--- src/design/bpt_pkg.sv ---
// Shared types and constants for the polygon bin point test.
// Holds register indexes, shape codes and fixed field widths.
// No dependencies.
package bpt_pkg;

	// Twice-area output width and the packed result bus width
	localparam int AREA_W      = 33;
	localparam int OUT_TDATA_W = ((1 + AREA_W + 7) / 8) * 8;

	// Configuration port
	localparam int CFG_IDX_W = 3;
	localparam logic [CFG_IDX_W-1:0] REG_VCOUNT = 3'd0;
	localparam logic [CFG_IDX_W-1:0] REG_V0X    = 3'd1;
	localparam logic [CFG_IDX_W-1:0] REG_V0Y    = 3'd2;
	localparam logic [CFG_IDX_W-1:0] REG_V1X    = 3'd3;
	localparam logic [CFG_IDX_W-1:0] REG_V1Y    = 3'd4;
	localparam logic [CFG_IDX_W-1:0] REG_V2X    = 3'd5;
	localparam logic [CFG_IDX_W-1:0] REG_V2Y    = 3'd6;

	// Vertex counts that select a shape
	localparam int VCOUNT_W = 2;
	localparam logic [VCOUNT_W-1:0] VCOUNT_RECT = 2'd2;
	localparam logic [VCOUNT_W-1:0] VCOUNT_TRI  = 2'd3;

	typedef enum logic [1:0] {
		SHAPE_EMPTY,
		SHAPE_RECT,
		SHAPE_TRI
	} shape_t;

	// Per-stage load enables of the pipeline
	typedef struct packed {
		logic en_s1;
		logic en_s2;
		logic en_s3;
		logic en_s4;
	} pipe_en_t;

endpackage

--- src/design/bpt_eval.sv ---
// Stages 3 and 4 of the point test: sums, sign tests, area magnitude.
// Stage 4 is the result register. Depends on bpt_pkg.
module bpt_eval #(
	parameter int COORD_WIDTH = 16
) (
	input  logic                            clk,
	input  bpt_pkg::pipe_en_t               pipe_en,
	input  bpt_pkg::shape_t                 shape_s2,
	input  logic                            rect_in_s2,
	input  logic signed [2*COORD_WIDTH+1:0] m1_s2,
	input  logic signed [2*COORD_WIDTH+1:0] m2_s2,
	input  logic signed [2*COORD_WIDTH+1:0] m3_s2,
	input  logic signed [2*COORD_WIDTH+1:0] m4_s2,
	input  logic signed [2*COORD_WIDTH+1:0] d1_s2,
	input  logic signed [2*COORD_WIDTH+1:0] d2_s2,
	input  logic signed [2*COORD_WIDTH+1:0] p_s2,
	output logic                            inside_s4,
	output logic [bpt_pkg::AREA_W-1:0]      area_s4
);

	localparam int PW = 2 * COORD_WIDTH + 2;
	localparam int SW = PW + 1;
	localparam int XW = SW + 1;
	localparam int MW = (SW > bpt_pkg::AREA_W + 1) ? SW : bpt_pkg::AREA_W + 1;

	bpt_pkg::shape_t        shape_s3;
	logic                   rect_in_s3;
	logic signed [SW-1:0]   n1_s3, n2_s3, det_s3, asrc_s3;

	logic signed [XW-1:0]   diff;
	logic [SW-1:0]          mag;
	logic [MW-1:0]          mag_ext;
	logic                   n1_pos, n1_neg, n2_pos, n2_neg, det_pos, det_neg;
	logic                   tri_in, in_shape;
	logic [bpt_pkg::AREA_W-1:0] area;

	// Stage 3: barycentric numerators, determinant, area source
	always_ff @(posedge clk) begin
		if (pipe_en.en_s3) begin
			shape_s3   <= shape_s2;
			rect_in_s3 <= rect_in_s2;
			n1_s3      <= $signed({m1_s2[PW-1], m1_s2}) + $signed({m2_s2[PW-1], m2_s2});
			n2_s3      <= $signed({m3_s2[PW-1], m3_s2}) + $signed({m4_s2[PW-1], m4_s2});
			det_s3     <= $signed({d1_s2[PW-1], d1_s2}) - $signed({d2_s2[PW-1], d2_s2});
			if (shape_s2 == bpt_pkg::SHAPE_RECT) begin
				asrc_s3 <= $signed({p_s2, 1'b0});
			end else begin
				asrc_s3 <= $signed({d1_s2[PW-1], d1_s2}) - $signed({d2_s2[PW-1], d2_s2});
			end
		end
	end

	// Stage 4: edge test against the determinant, saturate the area
	always_comb begin
		diff    = $signed({n1_s3[SW-1], n1_s3}) + $signed({n2_s3[SW-1], n2_s3})
			- $signed({det_s3[SW-1], det_s3});
		n1_neg  = n1_s3[SW-1];
		n1_pos  = !n1_s3[SW-1] && (|n1_s3);
		n2_neg  = n2_s3[SW-1];
		n2_pos  = !n2_s3[SW-1] && (|n2_s3);
		det_neg = det_s3[SW-1];
		det_pos = !det_s3[SW-1] && (|det_s3);
		if (det_pos) begin
			tri_in = n1_pos && n2_pos && diff[XW-1];
		end else if (det_neg) begin
			tri_in = n1_neg && n2_neg && !diff[XW-1] && (|diff);
		end else begin
			tri_in = 1'b0;
		end

		mag     = asrc_s3[SW-1] ? SW'(-asrc_s3) : SW'(asrc_s3);
		mag_ext = MW'(mag);

		unique case (shape_s3)
			bpt_pkg::SHAPE_RECT: begin
				in_shape = rect_in_s3;
			end
			bpt_pkg::SHAPE_TRI: begin
				in_shape = tri_in;
			end
			default: begin
				in_shape = 1'b0;
			end
		endcase

		if (shape_s3 == bpt_pkg::SHAPE_EMPTY) begin
			area = '0;
		end else if (|mag_ext[MW-1:bpt_pkg::AREA_W]) begin
			area = '1;
		end else begin
			area = mag_ext[bpt_pkg::AREA_W-1:0];
		end
	end

	always_ff @(posedge clk) begin
		if (pipe_en.en_s4) begin
			inside_s4 <= in_shape;
			area_s4   <= area;
		end
	end

endmodule

--- config.mk ---
export PLATFORM = sky130hd
export DESIGN_NAME = bpt_eval
export DESIGN_NICKNAME = d
export VERILOG_FILES = /design/src/design/bpt_pkg.sv /design/src/design/bpt_eval.sv
export SDC_FILE = /design/constraint.sdc
export NUM_CORES = 1
export LEC_CHECK = 0
export ABC_AREA = 1
export ABC_CLOCK_PERIOD_IN_PS = 3300
export BUFFER_PORTS_ARGS = -buffer_cell sky130_fd_sc_hd__buf_2
export CAP_MARGIN = 10
export CORE_ASPECT_RATIO = 1.25
export CORE_UTILIZATION = 59
export DETAILED_ROUTE_END_ITERATION = 7
export HOLD_SLACK_MARGIN = 0.15
export PLACE_DENSITY = 0.8
export SKIP_CTS_REPAIR_TIMING = 1
export SYNTH_ARGS = -nofsm -noshare
export SYNTH_HDL_FRONTEND = slang
export SYNTH_SLANG_ARGS = --single-unit
--- constraint.sdc ---
create_clock -name clk -period 3.3 [get_ports clk]
set_clock_uncertainty 0.15 [all_clocks]
set_input_delay 0.66 -clock clk [delete_from_list [all_inputs] [get_ports clk]]
set_output_delay 0.66 -clock clk [all_outputs]
set_load 0.01 [all_outputs]
# Word level (Yosys, flattened, before mapping)
# Cells that the tools add are included.
# word_totals
romBits	0
ramBits	0
elab_cells	42
latchBits	0
output_inout_bits	34
memories	0
ff_bits	177
# classes
reduce_logical	18
shift	0
bitwise_logic	0
n_addsub	6
order_cmp	0
multipliers	0
n_eq_ne	3
div	0
mux	6
# ops
operator	count
35-bit OR reduction	3
34-bit by 34-bit adder with 35-bit output	2
35-bit 2-to-1 mux	2
35-bit by 35-bit adder with 36-bit output	1
36-bit OR reduction	1
36-bit by 35-bit subtractor with 36-bit output	1
35-bit negation	1
34-bit by 34-bit subtractor with 35-bit output	1
33-bit 2-to-1 mux	1
1-bit logical AND	8
2-bit by 1-bit equality test with 1-bit output, second input constant	2
1-bit zero test	4
2-bit equality test, second input constant	1
2-bit zero test	1
1-bit 2-to-1 mux	2
1-bit one-hot mux with 2 select lines	1
2-bit OR reduction	1

# Logic depth before layout (Yosys ltp)
# logic_depth
ltp_word	8
ltp_mapped	25

# Worst setup path before layout
# No wires, ideal clock.
# synth_path
path_kind	input-to-reg
from	input port m1_s2[0]
to	register n1_s3[28] (data pin)
n_path_buf	0
path_stages	13
arrival_time_ns	2.612
setup_ns	0.252
setup_slack_ns	0.286
t_required_ns	2.898
path_cell_list	ha_1 inv_1 fa_1 o21ai_1 a21oi_1 o21ai_2 a21boi_1 o21ai_0 a21boi_1 o21bai_1 nand2_1 nand3_1 nand2_1
# synth_between
elab_chain_cells	1
# synth_lines
item	line	text
from (decl)	bpt_eval.sv:10	input logic signed [2*COORD_WIDTH+1:0] m1_s2,
34-bit by 34-bit adder with 35-bit output	bpt_eval.sv:42	n1_s3 <= $signed({m1_s2[PW-1], m1_s2}) + $signed({m2_s2[PW-1], m2_s2});
to (signal assigned)	bpt_eval.sv:42	
to (decl)	bpt_eval.sv:28	logic signed [SW-1:0] n1_s3, n2_s3, det_s3, asrc_s3;
# No other way between the ends.
# A chain may end at the register's enable or synchronous reset.

# Final worst setup path
# layout_path
from	register det_s3[2]
to	register inside_s4 (data pin)
# layout_between
elab_chain_cells	7
word_cells_on_any_way	11
# layout_lines
item	line	text
from (decl)	bpt_eval.sv:28	
from (signal assigned)	bpt_eval.sv:44	det_s3 <= $signed({d1_s2[PW-1], d1_s2}) - $signed({d2_s2[PW-1], d2_s2});
branches (longest 5 deep; another with 36-bit by 35-bit subtractor with 36-bit output)	-	
1-bit 2-to-1 mux *	bpt_eval.sv:63	if (det_pos) begin
1-bit one-hot mux with 2 select lines *	bpt_eval.sv:74	unique case (shape_s3)
named net in_shape	bpt_eval.sv:34	logic tri_in, in_shape;
to (signal assigned)	bpt_eval.sv:97	inside_s4 <= in_shape;
to (decl)	bpt_eval.sv:17	output logic inside_s4,
# Mark *: on every way through the listed nets, which the timed path passes.

==> out/metrics.yaml <==
synth_top_area_cell: "edfxtp_1"
maxSlewViolCount: 0
max_stage_delay_ns: 0.52
place_area_um2: 19400
via_per_inst: 5.48
track_usage_pct: 33.8
clock_sinks: 177
firstDrtPassIters: 6
place_hpwl_mm: 41.2
crit_path_start_kind: "register"
worstSetupStartpoint: "det_s3[2]"
num_antenna_cells: 0
grt_start_max_net_pins: 45
hp-start: "rect_in_s2"
leakagePower_nw: 10.4
cts_tree: "built"
crit_slowest_cell: "fa_1"
syn_avg_cell_area_um2: 7.38
cap_violations: 0
io_pins: 280
route.antenna.remaining_nets: 0
worstMarginPinSlew_ns: 0.933
violations: "setup timing"
htreeDepth: 4
cp-end-kind: "register"
fmax_mhz: 287
timing.rr.end: "inside_s4"
yosys_warnings: 0
period_minus_slack_ns: 3.49
outcome: "finished with violations"
die_h_um: 191
clkSlewWorstSetupHoldPaths_ns: 0.07
fin_area_um2: 20600
numPortBuffers: 277
crit_path_max_fanout: 5
overflow: 0
ys_types: 48
setup_viol: 1
whs_endpoint: "rect_in_s3"
design.die.area_um2: 29200
r2r-start: "det_s3[2]"
async_flop_share_pct: 0
finalWorstSetupSlack_ns: -0.187
gp_congestion: 0.987
r2r_slack_ns: -0.19
rr_worst_depth: 19
synth_cells: 2282
synth_seq_cells: 177
drt_iter0_drc: 1223
clockBufferDepth: 2
fin_crit_sh_pct: 106
grt_pass1_vias: 15800
max-vdd-ir-drop_mv: 0.454
whs_path_depth: 1
die_x_um: 153
multi_input_area_um2: 10300
worst-endpoint-required_ns: 3.43
rsz0062_at_grt: "yes"
row_count: 68
cts_inserted_buffers: 17
yosysSeqAreaShare_pct: 31.5
path_buf_inv: 2
min_path_type: "input pin to register"
num-nets-final: 3094
cpMostUsedCell: "nand2_2"
worst_skew_pair.late_latency_ns: 0.44
powerDensity_nw_per_um2: 641
maxSlewHeadroom_pct: 37.8
grt_pass1_wl_mm: 77.3
path_cells: "fa_1, inv_1, ha_4, nand2_1, nand2_1, inv_1, nand2_2, nand2_1, nand2_2, nand2_1, nand2_2, nand2_2, nand2_2, a21oi_2, xor2_1, nand4_1, nand2_1, nand2_2, a21oi_1"
ff_latch_area_um2: 5320
vias: 16600
clockRootBuffer: "clkbuf_16"
synth_area_um2: 16800
ys.flop_type: "edfxtp_1"
antenna_found_initial: 0
fin_util_pct: 73.9
syn_nets: 2708
synthTopCellsByArea: "edfxtp_1, nand2_1, ha_1"
initial_utilization_pct: 60.6
drt-total-wl_mm: 50.0
report.final.hold_viol_count: 0
cp_top_family: "simple AND/OR/NAND/NOR gates"
cp.arrival_ns: 3.62
area_delta_synth_final_pct: 22.0
synth.top_cell.area_share_pct: 31.5
drc_errors: 0
drive_above_1_share_pct: 22.2
post_drt_wl_per_cell_um: 16.5
coreArea_um2: 27800
nFillCells: 2163
worst-setup-path-type: "register to register"
cp_num_cells: 19
synth_edf_count: 177
-- layout make-up --
type / count / area share, %
multi-input combinational: 1637 / 50.0
inverter: 452 / 8.26
clock inverter: 14 / 0.749
clock buffer: 18 / 2.09
timing repair buffer: 383 / 10.9
tap: 350 / 2.13
sequential: 177 / 25.9
-- sequential cells by signal, indices dropped and copies added, names as in the netlist --
register    flops
n2_s3          35
shape_s3        2
inside_s4       1
det_s3         35
rect_in_s3      1
asrc_s3        35
area_s4        33
n1_s3          35
-- worst reg2reg max path, cell delays in order, from the launching register on --
cell,delay (ns)
edfxtp_1,0.50
fa_1,0.52
inv_1,0.07
ha_4,0.27
nand2_1,0.07
nand2_1,0.07
inv_1,0.10
nand2_2,0.07
nand2_1,0.11
nand2_2,0.10
nand2_1,0.09
nand2_2,0.08
nand2_2,0.10
nand2_2,0.09
a21oi_2,0.17
xor2_1,0.23
nand4_1,0.20
nand2_1,0.14
nand2_2,0.07
a21oi_1,0.15
-- cell usage after synthesis, drive strengths merged, types with 5 or more instances --
cell type  number
o221ai          8
nor4           26
o211ai          7
nor2          273
buf             6
a31oi          39
xor2           93
edfxtp        177
a21o           10
ha            142
or2             5
nor3           22
a21oi         153
o21ai          67
and2            6
clkbuf         10
fa             38
inv           452
a21boi          8
xnor2          36
nand3          79
nand2         571
nand4          29
-- metrics by stage --
stage | cells | TNS [ns] | setup WS, ns | hold slack, ns | power [mW]
6_report | 3031 | -0.187 | -0.187 | 0.253 | 13.2
2_1_floorplan | 2282 | 0 | 0.286 | 0.397 | 7.67
3_3_place_gp | 2989 | -0.172 | -0.168 | 0.409 | 9.92
5_1_grt | 3031 | -0.359 | -0.359 | 0.238 | 14.2
3_5_place_dp | 2989 | -0.345 | -0.339 | 0.424 | 10.1
4_1_cts | 3021 | -0.367 | -0.367 | 0.247 | 12.1
-- placed cells by master, fill, tap and decap left out, drive strengths merged, types with 26 or more instances in the layout --
| cell | count |
|---|---|
| inv | 458 |
| nand2 | 571 |
| a31oi | 39 |
| xnor2 | 36 |
| buf | 383 |
| a21oi | 153 |
| o21ai | 67 |
| fa | 38 |
| nand3 | 79 |
| nor4 | 26 |
| ha | 142 |
| nand4 | 29 |
| xor2 | 93 |
| edfxtp | 177 |
| nor2 | 273 |
-- metal layers --
layer / track usage [%] / wire [um] / vias up
li1: - / - / 8152
met3: 3.83 / 2970 / 135
met5: 0 / 0 / -
met2: 58.9 / 24300 / 749
met4: 17.1 / 2260 / 0
met1: 41.5 / 20500 / 7561
-- power by group --
part	total, mW	internal [mW]	switching (mW)	leakage [nW]
Combinational	7.93	3.14	4.79	8.38
Clock	2.01	1.13	0.882	0.289
Sequential	3.24	2.98	0.256	1.73
-- worst max path at each step --
stage | end | slack, ns
after floorplan | n1_s3[28] | 0.29
final | inside_s4 | -0.19
after global placement | inside_s4 | -0.17
after detailed placement | inside_s4 | -0.34
after global routing | inside_s4 | -0.36
after CTS | inside_s4 | -0.37
-- cell families (layout without fill, tap and decap cells) --
kind of cell / count (synthesis) / in the layout / share of synthesized area, %
xor gates and xnor gates: 129 / 129 / 6.71
adders and majority gates: 180 / 180 / 15.1
DFF: 177 / 177 / 31.5
and+or+nand+nor: 1014 / 1014 / 25.4
AOI/OAI and AO/OA: 314 / 314 / 10.8
buffers and inverters: 468 / 867 / 10.6
(Power assumes the default switching activity.)
